--- src/sv/avr_pkg.sv ---
package avr_pkg;

  localparam int CORDIC_STAGES = 16;
  localparam int FRAC_BITS     = 16;
  localparam int ATAN_COUNT    = 30;
  localparam int KGAIN_Q30     = 652032875;

  localparam int VEC_W      = 32;
  localparam int ANGLE_W    = 16;
  localparam int Z_W        = 32;
  localparam int CS_W       = FRAC_BITS + 3;
  localparam int PROD_W     = VEC_W + CS_W;
  localparam int SUM_W      = PROD_W + 1;
  localparam int IDX_W      = (CORDIC_STAGES > 1) ? $clog2(CORDIC_STAGES) : 1;
  localparam int ATAN_IDX_W = $clog2(ATAN_COUNT);

  // Cells, then quadrant select, product stage and output register.
  localparam int LATENCY = CORDIC_STAGES + 3;

  localparam int C_INIT = (KGAIN_Q30 + (1 << (29 - FRAC_BITS))) >> (30 - FRAC_BITS);

  // atan(2^-i) in units of 2^-32 turn.
  localparam logic [Z_W-1:0] ATAN_TURN [ATAN_COUNT] = '{
    32'd536870912, 32'd316933406, 32'd167458907, 32'd85004756, 32'd42667331,
    32'd21354465, 32'd10679838, 32'd5340245, 32'd2670163, 32'd1335087,
    32'd667544, 32'd333772, 32'd166886, 32'd83443, 32'd41722,
    32'd20861, 32'd10430, 32'd5215, 32'd2608, 32'd1304,
    32'd652, 32'd326, 32'd163, 32'd81, 32'd41,
    32'd20, 32'd10, 32'd5, 32'd3, 32'd1
  };

  typedef enum logic [1:0] {
    AXIS_Z    = 2'd0,
    AXIS_X    = 2'd1,
    AXIS_Y    = 2'd2,
    AXIS_NONE = 2'd3
  } avr_axis_e;

  // Request payload that rides along the cell chain.
  typedef struct packed {
    avr_axis_e               axis;
    logic [1:0]              quad;
    logic signed [VEC_W-1:0] vx;
    logic signed [VEC_W-1:0] vy;
    logic signed [VEC_W-1:0] vz;
  } avr_item_t;

endpackage

--- src/sv/avr_cordic_cell.sv ---
module avr_cordic_cell (
  input  logic                               clk_i,
  input  logic                               rst_ni,
  input  logic [avr_pkg::IDX_W-1:0]          stage_i,
  input  logic                               valid_i,
  input  logic signed [avr_pkg::CS_W-1:0]    c_i,
  input  logic signed [avr_pkg::CS_W-1:0]    s_i,
  input  logic signed [avr_pkg::Z_W-1:0]     z_i,
  input  avr_pkg::avr_item_t                 item_i,
  output logic                               valid_o,
  output logic signed [avr_pkg::CS_W-1:0]    c_o,
  output logic signed [avr_pkg::CS_W-1:0]    s_o,
  output logic signed [avr_pkg::Z_W-1:0]     z_o,
  output avr_pkg::avr_item_t                 item_o
);

  logic                            valid_q;
  logic signed [avr_pkg::CS_W-1:0] c_q, c_d;
  logic signed [avr_pkg::CS_W-1:0] s_q, s_d;
  logic signed [avr_pkg::Z_W-1:0]  z_q, z_d;
  avr_pkg::avr_item_t              item_q;
  logic signed [avr_pkg::CS_W-1:0] dc, ds;
  logic signed [avr_pkg::Z_W-1:0]  atan_step;

  assign dc        = s_i >>> stage_i;
  assign ds        = c_i >>> stage_i;
  assign atan_step = $signed(avr_pkg::ATAN_TURN[avr_pkg::ATAN_IDX_W'(stage_i)]);

  always_comb begin
    if (!z_i[avr_pkg::Z_W-1]) begin
      c_d = c_i - dc;
      s_d = s_i + ds;
      z_d = z_i - atan_step;
    end else begin
      c_d = c_i + dc;
      s_d = s_i - ds;
      z_d = z_i + atan_step;
    end
  end

  always_ff @(posedge clk_i or negedge rst_ni) begin
    if (!rst_ni) begin
      valid_q <= 1'b0;
    end else begin
      valid_q <= valid_i;
    end
  end

  always_ff @(posedge clk_i) begin
    c_q    <= c_d;
    s_q    <= s_d;
    z_q    <= z_d;
    item_q <= item_i;
  end

  assign valid_o = valid_q;
  assign c_o     = c_q;
  assign s_o     = s_q;
  assign z_o     = z_q;
  assign item_o  = item_q;

endmodule

--- config.mk ---
export PLATFORM = sky130hd
export DESIGN_NAME = avr_cordic_cell
export DESIGN_NICKNAME = d
export VERILOG_FILES = /design/src/sv/avr_pkg.sv /design/src/sv/avr_cordic_cell.sv
export SDC_FILE = /design/constraint.sdc
export NUM_CORES = 1
export LEC_CHECK = 0
export BUFFER_PORTS_ARGS = -buffer_cell sky130_fd_sc_hd__clkbuf_2
export CAP_MARGIN = 15
export CORE_UTILIZATION = 25
export DETAILED_ROUTE_END_ITERATION = 7
export GPL_ROUTABILITY_DRIVEN = 0
export SLEW_MARGIN = 20
export SYNTH_ARGS = -nofsm -noshare
export SYNTH_HDL_FRONTEND = slang
export SYNTH_SLANG_ARGS = --single-unit
--- constraint.sdc ---
create_clock -name clk_i -period 0.8 [get_ports clk_i]
set_input_delay 0.08 -clock clk_i [delete_from_list [all_inputs] [get_ports clk_i]]
set_output_delay 0.08 -clock clk_i [all_outputs]
set_load 0.02 [all_outputs]
# ---- After elaboration in Yosys (flattened, before gate mapping)
# Memory sizes are Yosys's and may differ from the RTL's.
# Cells that the tools add are included.
dict set report totals {
  reg_bits 171
  rom_bits 1024
  inputBits 177
  word_cells 25
  memories 1
}
# name depth word_bits rd rd_ports_with_merged_regs write_ports line_no
set mem_list {}
lappend mem_list {{(no name shown)} 32 32 1 0 0 avr_cordic_cell.sv:27} ;# assign atan_step = $signed(avr_pkg::ATAN_TURN[avr_pkg::ATAN_IDX_W'(stage_i)]);
dict set report classes {
  add_sub_neg 6
  order_cmp 1
  n_shift 2
  mux 5
  n_bitwise 1
}
# op count
set ops {}
lappend ops {{2-to-1 mux 32 bit} 3}
lappend ops {{adder 19 bit} 2}
lappend ops {{2-to-1 mux 19 bit} 2}
lappend ops {{>>> shifter 19 x 4 -> 19 bit} 2}
lappend ops {{subtractor 19 bit} 2}
lappend ops {{adder 32 bit} 1}
lappend ops {{subtractor 32 bit} 1}
lappend ops {{>= comparator 6 bit (second input constant)} 1}
lappend ops {{NOT 4 -> 6 bit} 1}

# ---- Depth between registers and ports, before layout
# Gate-level depths: netlist of run 1.
dict set report logic_depth {
  depth_word 6
  mapped_depth 23
}

# ---- Worst setup path before layout of run 1
# Ideal clock, no wire load.
dict set report synth_path {
  path_type {input-to-reg}
  startpoint {input port stage_i[1] (netlist bit)}
  endpoint {register z_q (netlist bit z_o[29])}
  setup_ps 91
  arrival_ps 5058
  slack_ps -4349
  path_stages 19
  n_path_buf 3
  path_cell_list {buf_2 > inv_2 > buf_1 > ha_1 > clkbuf_1 > mux4_2 > a211oi_1 > and4_1 > and4_1 > and3_1 > nor2_1 > xnor2_1 > ha_1 > nand3_1 > o311a_1 > a2111oi_0 > o2111ai_1 > o21a_1 > a311oi_1}
}
dict set report synth_via {
  elab_chain_len 6
}
# item line_no
set synth_rtl {}
lappend synth_rtl {{start: declaration} avr_cordic_cell.sv:4} ;# input logic [avr_pkg::IDX_W-1:0] stage_i,
lappend synth_rtl {{NOT 4 -> 6 bit (not written as such) *} avr_cordic_cell.sv:27}
lappend synth_rtl {{memory (32 x 32 bit) *} -}
lappend synth_rtl {{2-to-1 mux 32 bit (not written as such) * (2 in a row)} avr_cordic_cell.sv:27}
lappend synth_rtl {{subtractor 32 bit / adder 32 bit (equally long branches)} {avr_cordic_cell.sv:33, avr_cordic_cell.sv:37}}
lappend synth_rtl {{2-to-1 mux 32 bit *} avr_cordic_cell.sv:30} ;# if (!z_i[avr_pkg::Z_W-1]) begin
lappend synth_rtl {{named net z_d, one bit} avr_cordic_cell.sv:20} ;# logic signed [avr_pkg::Z_W-1:0] z_q, z_d;
lappend synth_rtl {{end signal: assignment} avr_cordic_cell.sv:52} ;# z_q <= z_d;
lappend synth_rtl {{end: declaration} avr_cordic_cell.sv:20}
# Mark *: on every way through the listed nets, which the timed path passes. The rest lies on a longest branch. The select of a mux whose other input is x is not followed.

# ---- Worst setup path in the final report of run 1
dict set report layout_path {
  startpoint {input port stage_i[1] (netlist bit)}
  endpoint {register c_q (netlist bit c_o[17])}
}
dict set report layout_via {
  elab_chain_len 3
}
# item line_no
set layout_rtl {}
lappend layout_rtl {{>>> shifter 19 x 4 -> 19 bit *} avr_cordic_cell.sv:25} ;# assign dc = s_i >>> stage_i;
lappend layout_rtl {{subtractor 19 bit / adder 19 bit (equally long branches)} {avr_cordic_cell.sv:31, avr_cordic_cell.sv:35}}
lappend layout_rtl {{2-to-1 mux 19 bit *} avr_cordic_cell.sv:30}
lappend layout_rtl {{named net c_d, one bit} avr_cordic_cell.sv:18} ;# logic signed [avr_pkg::CS_W-1:0] c_q, c_d;
lappend layout_rtl {{end signal: assignment} avr_cordic_cell.sv:50} ;# c_q <= c_d;
lappend layout_rtl {{end: declaration} avr_cordic_cell.sv:18}
# Mark *: on every way through the listed nets, which the timed path passes. The rest lies on a longest branch.

==> flow_summary.ini, run 1 <==
[run_status]
status = complete, but fails checks
violations = hold timing, setup timing

[power]
pwr-share-seq_pct = 27.1
peakVddDrop_mv = 1.198
leakage_nw = 9.933
p_sw_share_pct = 36.13
p_int_mw = 28.28
p_comb_share_pct = 54.5
p_switching_mw = 16.00
power_density_mw_per_mm2 = 2010
clock_power_share_pct = 18.4

[global_routing]
grt-ovfl-total = 0
grt_pass1_vias = 13014
grt_max_degree = 22
grt_pass1_wl_mm = 71.37
antenna_found_initial = 1
grt_use_total_pct = 21.20

[floorplanning]
initial_core_util_pct = 25.47
coreArea_mm2 = 0.04223
dieArea_mm2 = 0.04385
die_h_um = 209.4
die_x_um = 209.4
rows = 75
ios = 348

[logic_synthesis]
netlist.area_leader.share_pct = 31.64
synth_nets = 1397
synth.avg_cell_area_um2 = 9.501
yosysUniqueCellTypes = 83
synth_edf_count = 0
syn_inst = 1132
ys_seq_area_share_pct = 31.88
ys.warnings.count = 0
async_flop_share_pct = 0.5848
synth_area_mm2 = 0.01076
ys_ff_latch = 171
yosys_most_used_dff = dfxtp_1
synth_area_leader_cell = dfxtp_1
synth.area.top_cells = dfxtp_1, ha_1, xnor2_1

[placement]
hpwl_mm = 34.09
placed_area_mm2 = 0.01646
io_buffers = 347
dp_cells = 2393

[timing]
tightest_slew_ns = 0.6674
hold_slack_ns = -0.09893
tns_ns = -196.17
period_minus_slack_ns = 3.975
hold_violations = 2
fmax_mhz = 251.6
fin_ws_ns = -3.175
finalCritPeriodShare_pct = 496.8
setup_viol = 241
report.final.slew_viol_count = 0
grt_setup_unrepaired = true
relSlewSlack_pct = 54.23

[finish]
final_cell_area_mm2 = 0.02203
final_cells = 2586
final_core_util_pct = 52.17
area_growth_pct = 104.8
nNetsFinal = 2299
drive_above_1_share_pct = 64.71

[routing]
drtPass1Iterations = 5
vias_per_cell = 4.795
detail_route.wl_per_cell_um = 18.56
vias = 12401
drtIter0Drc = 567
post-route-drc-count = 0
drt-total-wl_mm = 47.99
ant_nets = 0

[clocking]
clk_pin_slew_ns = 0.08
cts_tree = done
hold_buffers = 103
cts_max_level = 4
cts-root-buf = clkbuf_16
cts_sinks = 171
clockBufferDepth = 2
numCtsBuffers = 17

[worst_setup_path]
critical_path_arrival_ns = 4.36
end_kind = flip-flop
worst-setup-path-type = in -> reg
path_max_fanout = 19
cp-start-kind = primary input
worstPathRequired_ns = 1.18

[worst_hold_path]
hold_class = in -> reg
hp-start = z_i[0]
min_delay_path_depth = 2
min_to = z_o[0]$_DFF_P_

[flow_run]
maxCapViolations = 0
## power by group through the flow
stage               clock network (mW)  registers [mW]  logic (mW)
floorplan                            0            13.2        7.23
global placement                     0            11.1        17.0
detailed placement                   0            11.1        17.2
CTS                               8.41            11.6        22.3
global route                      8.84            12.1        25.6
finish                            8.16            12.0        24.1
## through the flow
step                      hold WS (ns)  power [mW]  setup slack (ns)
after detailed placement       -0.1405       28.33            -3.796
after floorplan                -0.2156       20.46            -3.526
after CTS                      -0.1399       42.23            -3.150
final                         -0.09893       44.28            -3.175
after global placement         -0.1458       28.14            -3.741
after global routing           -0.1171       46.59            -3.310
## cells by family after synthesis
kind of cell               after synthesis  share of synthesized area, %
xor gates and xnor gates               114                         9.283
AOI/OAI and AO/OA                      291                         17.83
and+or+nand+nor                        285                         12.72
DFF                                    171                         31.88
adders and majority gates               88                         10.45
muxes                                  102                         14.39
buffers and inverters                   81                         3.455
## routing by layer
metal | track usage [%] | vias to the layer above | wire, um
met5 | 0 | - | 0
met4 | 9.432 | 0 | 1785
met3 | 3.831 | 93 | 2616
met2 | 41.47 | 436 | 26240
met1 | 21.70 | 5928 | 17360
li1 | - | 5944 | -
## layout by cell type, fill, tap and decap left out, types with 13 or more instances in the layout
master | netlist | final
xnor2_1 | 74 | 51
buf_6 | 5 | 47
clkbuf_16 | 0 | 17
xnor2_2 | 0 | 20
nand2b_1 | 15 | 15
nand2_1 | 75 | 67
ha_1 | 85 | 58
mux2_2 | 26 | 23
mux2i_1 | 38 | 33
o21ai_0 | 45 | 24
a21o_1 | 21 | 20
a21oi_1 | 98 | 55
ha_4 | 0 | 23
nor2_2 | 0 | 13
nor2_4 | 0 | 13
dfxtp_2 | 0 | 168
nand3_1 | 22 | 15
clkbuf_2 | 0 | 174
nor3_1 | 20 | 16
buf_4 | 1 | 424
nor2_1 | 85 | 59
buf_8 | 0 | 170
a21oi_2 | 0 | 34
dlygate4sd3_1 | 0 | 103
xor2_1 | 40 | 33
mux4_2 | 28 | 30
inv_1 | 29 | 27
## cell type report
| class | instances | area [um^2] |
|---|---|---|
| fillers | 3623 | 20200 |
| clock buffers | 17 | 425.4 |
| well taps | 539 | 674.4 |
| flip-flops and latches | 171 | 3642 |
| diodes | 1 | 2.502 |
| repair buffers | 932 | 8456 |
| clock inverters | 14 | 148.9 |
| inverters | 32 | 131.4 |
| multi-input cells | 880 | 8549 |
## critical path, stage by stage
cell and delay (ns):
clkbuf_4 0.15, buf_12 0.15, buf_12 0.16, nor3_1 0.33
mux2i_1 0.24, mux2i_1 0.34, and4bb_1 0.28, buf_4 0.14
and2_4 0.16, or4_1 0.41, nand3_1 0.14, ha_4 0.22
a21o_1 0.17, a211o_1 0.28, or3_1 0.31, a311o_1 0.31
a31o_2 0.22, a21oi_2 0.13, xnor2_1 0.13
## synthesized netlist by cell type (all sizes together), types with 4 or more instances
library cell	instances
o21ai	45
a31oi	18
clkbuf	23
a21o	21
and3	10
nor3	20
o21a	12
o311ai	4
mux4	36
nand3	22
xnor2	74
xor2	40
or3	4
mux2i	39
a211o	4
nand2b	15
o31ai	6
ha	85
mux2	27
a211oi	13
buf	26
o21bai	8
a31o	4
or2	7
and2	11
a21boi	5
a311oi	5
nand2	76
o22ai	6
a221oi	5
dfxtp	170
inv	30
nor4	5
nor2	85
a22oi	5
a21oi	98
nor2b	15
o211ai	6
## worst max-delay path by stage
stage,from,end,slack [ns],cells past startpoint
3_3_place_gp,stage_i[0],c_o[17]$_DFF_P_,-3.74,19
4_1_cts,stage_i[0],c_o[17]$_DFF_P_,-3.15,21
5_1_grt,stage_i[0],c_o[17]$_DFF_P_,-3.31,21
3_5_place_dp,stage_i[0],c_o[17]$_DFF_P_,-3.80,19
6_report,stage_i[1],c_o[17]$_DFF_P_,-3.17,19
2_1_floorplan,stage_i[0],c_o[17]$_DFF_P_,-3.53,21
## flip-flops by register name, indices dropped and copies added (netlist names)
| register | cells |
|---|---|
| s_o | 19 |
| item_o | 100 |
| z_o | 32 |
| c_o | 19 |
| valid_o | 1 |
## timing repair
action | in CTS | in global routing
endpoints found under the setup margin | 241 | 241
hold endpoints to repair | 105 | 3
gates cloned | 2 | 0
pin swaps | 113 | 77
resized for setup | 698 | 278
setup buffers | 48 | 28
Note: power is estimated with default switching activity, not from simulation.
==> run 2, diff against run 1 <==
Settings changed: CELL_PAD_IN_SITES_DETAIL_PLACEMENT set to 1, CELL_PAD_IN_SITES_GLOBAL_PLACEMENT set to 2, PLACE_DENSITY_LB_ADDON set to 0.1.
==> run 2 against run 1 <==
  * The flow still finishes with violations (hold timing, setup timing)
  * Design area shrank 0.73%
  * Critical endpoint unchanged
  * Core utilization shrank 0.38 points
  * Combinational power is essentially flat
  * Worst hold slack lost 0.032 ns
  * Die area is the same
  * Flip-flop and latch count is the same
  * Sequential power shrank 3%
  * Largest power group unchanged
  * Total power shrank 0.67%
  * Clock power grew 4.5%
  * Non-clock buffer count grew 47
  * Highest routed layer unchanged
  * Critical path depth grew 1
==> flow_summary.ini, run 2 (same netlist as run 1, synthesis figures left out) <==
[routing]
vias = 12432
met1_length_mm = 19.60
post-route-drc-count = 0
ant_nets = 0
detail_route.wl_per_cell_um = 18.73
drtIter0Drc = 360
top_layer = met4
wl_met2_mm = 27.51
dr_wl_met3_mm = 1.561
drt-total-wl_mm = 49.39
drtPass1Iterations = 4
vias_per_cell = 4.714

[global_routing]
antenna_found_initial = 4
grt_use_total_pct = 21.57
grt_max_degree = 21
grt_pass1_vias = 13431
grt_pass1_wl_mm = 73.42
grt-ovfl-total = 0

[floorplanning]
coreArea_mm2 = 0.04223
die_h_um = 209.4
rows = 75
initial_core_util_pct = 25.47
die_x_um = 209.4
ios = 348
dieArea_mm2 = 0.04385

[placement]
io_buffers = 347
hpwl_mm = 35.96
dp_cells = 2405

[finish]
area_growth_pct = 103.3
drive_above_1_share_pct = 66.48
final_cells = 2637
largest_register_ffs = 100
nNetsFinal = 2346
final_cell_mix = buf_4, buf_6, dfxtp_2
final_common_cell = buf_4

[worst_setup_path]
path_max_fanout = 5
cp_top_family = compound AO/OA/AOI/OAI gates
cp.depth = 20
worstPathRequired_ns = 1.20
path_buf_inv = 1
cpMaxStageDelayCell = mux4_2
end_kind = flip-flop
cp-endpoint = c_o[17]$_DFF_P_
crit_path_start = stage_i[0]
crit_chain = buf_16 -> mux4_2 -> mux2_4 -> mux2i_4 -> ha_4 -> nand2_2 -> a41oi_2 -> o2bb2ai_2 -> nor2b_4 -> and2_4 -> mux2i_1 -> nand3_1 -> ha_4 -> a21o_1 -> a211o_1 -> or3_1 -> a311o_1 -> a31o_2 -> a21oi_2 -> xnor2_1
critical_path_arrival_ns = 4.26
worst-setup-path-type = in -> reg
cp-start-kind = primary input
crit_top_cell = ha_4
max_stage_delay_ns = 0.52

[timing]
finalCritPeriodShare_pct = 483.5
hold_violations = 4
fmax_mhz = 258.5
setup_viol = 241
tns_ns = -196.10
hold_slack_ns = -0.1311
grt_setup_unrepaired = true
relSlewSlack_pct = 68.12
report.final.slew_viol_count = 0
tightest_slew_ns = 0.4741
fin_ws_ns = -3.068
period_minus_slack_ns = 3.868

[clocking]
cts_max_level = 4
numCtsBuffers = 17
cts-root-buf = clkbuf_16
clockBufferDepth = 2
cts_tree = done
clk_pin_slew_ns = 0.08
cts_sinks = 171
hold_buffers = 103

[power]
leakage_nw = 9.942
totalPowerFinal_mw = 43.99
power_density_mw_per_mm2 = 2011
peakVddDrop_mv = 1.601

[run_status]
violations = hold timing, setup timing
status = complete, but fails checks

[worst_hold_path]
hold_class = in -> reg
hp-start = z_i[0]

[flow_run]
maxCapViolations = 0
## run 2: repair_timing
item | CTS | global route
endpoints found under the hold margin | 107 | 4
resized for setup | 324 | 712
pin swaps | 110 | 121
endpoints found under the setup margin | 241 | 241
cloned | 1 | 0
buffers inserted | 74 | 44
## run 2: stage by stage
step | hold slack [ns] | instance area, um^2 | setup WS, ns | util, %
floorplan | -0.2156 | 11100 | -3.526 | -
global placement | -0.1447 | 16550 | -3.773 | 39.19
detailed placement | -0.1407 | 16550 | -3.888 | 39.19
CTS | -0.2222 | 20020 | -3.079 | 47.40
global route | -0.1596 | 21870 | -3.228 | 51.78
finish | -0.1311 | 21870 | -3.068 | 51.79
## run 2: final cells by class
| class | count | area [um^2] |
|---|---|---|
| diodes | 4 | 10.01 |
| clock buffers | 17 | 425.4 |
| clock inverters | 15 | 182.7 |
| fillers | 4686 | 20360 |
| inverters | 32 | 128.9 |
| multi-input cells | 880 | 8537 |
| flip-flops and latches | 171 | 3640 |
| well taps | 539 | 674.4 |
| repair buffers | 979 | 8270 |
## run 2: worst min path at each step
stage                                    to  slack, ns  depth (start not counted)
after detailed placement  valid_o$_DFF_PN0_      -0.14                          1
final                        z_o[0]$_DFF_P_      -0.13                          2
after global routing         z_o[0]$_DFF_P_      -0.16                          2
after global placement    valid_o$_DFF_PN0_      -0.14                          1
after floorplan           valid_o$_DFF_PN0_      -0.22                          0
after CTS                    z_o[0]$_DFF_P_      -0.22                          2
## run 2: layer usage
layer	vias up	GRT usage (%)
met5	-	0
met4	0	5.908
met3	40	3.367
met2	250	41.23
met1	6104	24.52
li1	6038	-
## run 2: power breakdown
part	switching, mW	internal (mW)
Sequential	0.922	10.7
Combinational	10.9	13.0
Clock	4.27	4.25
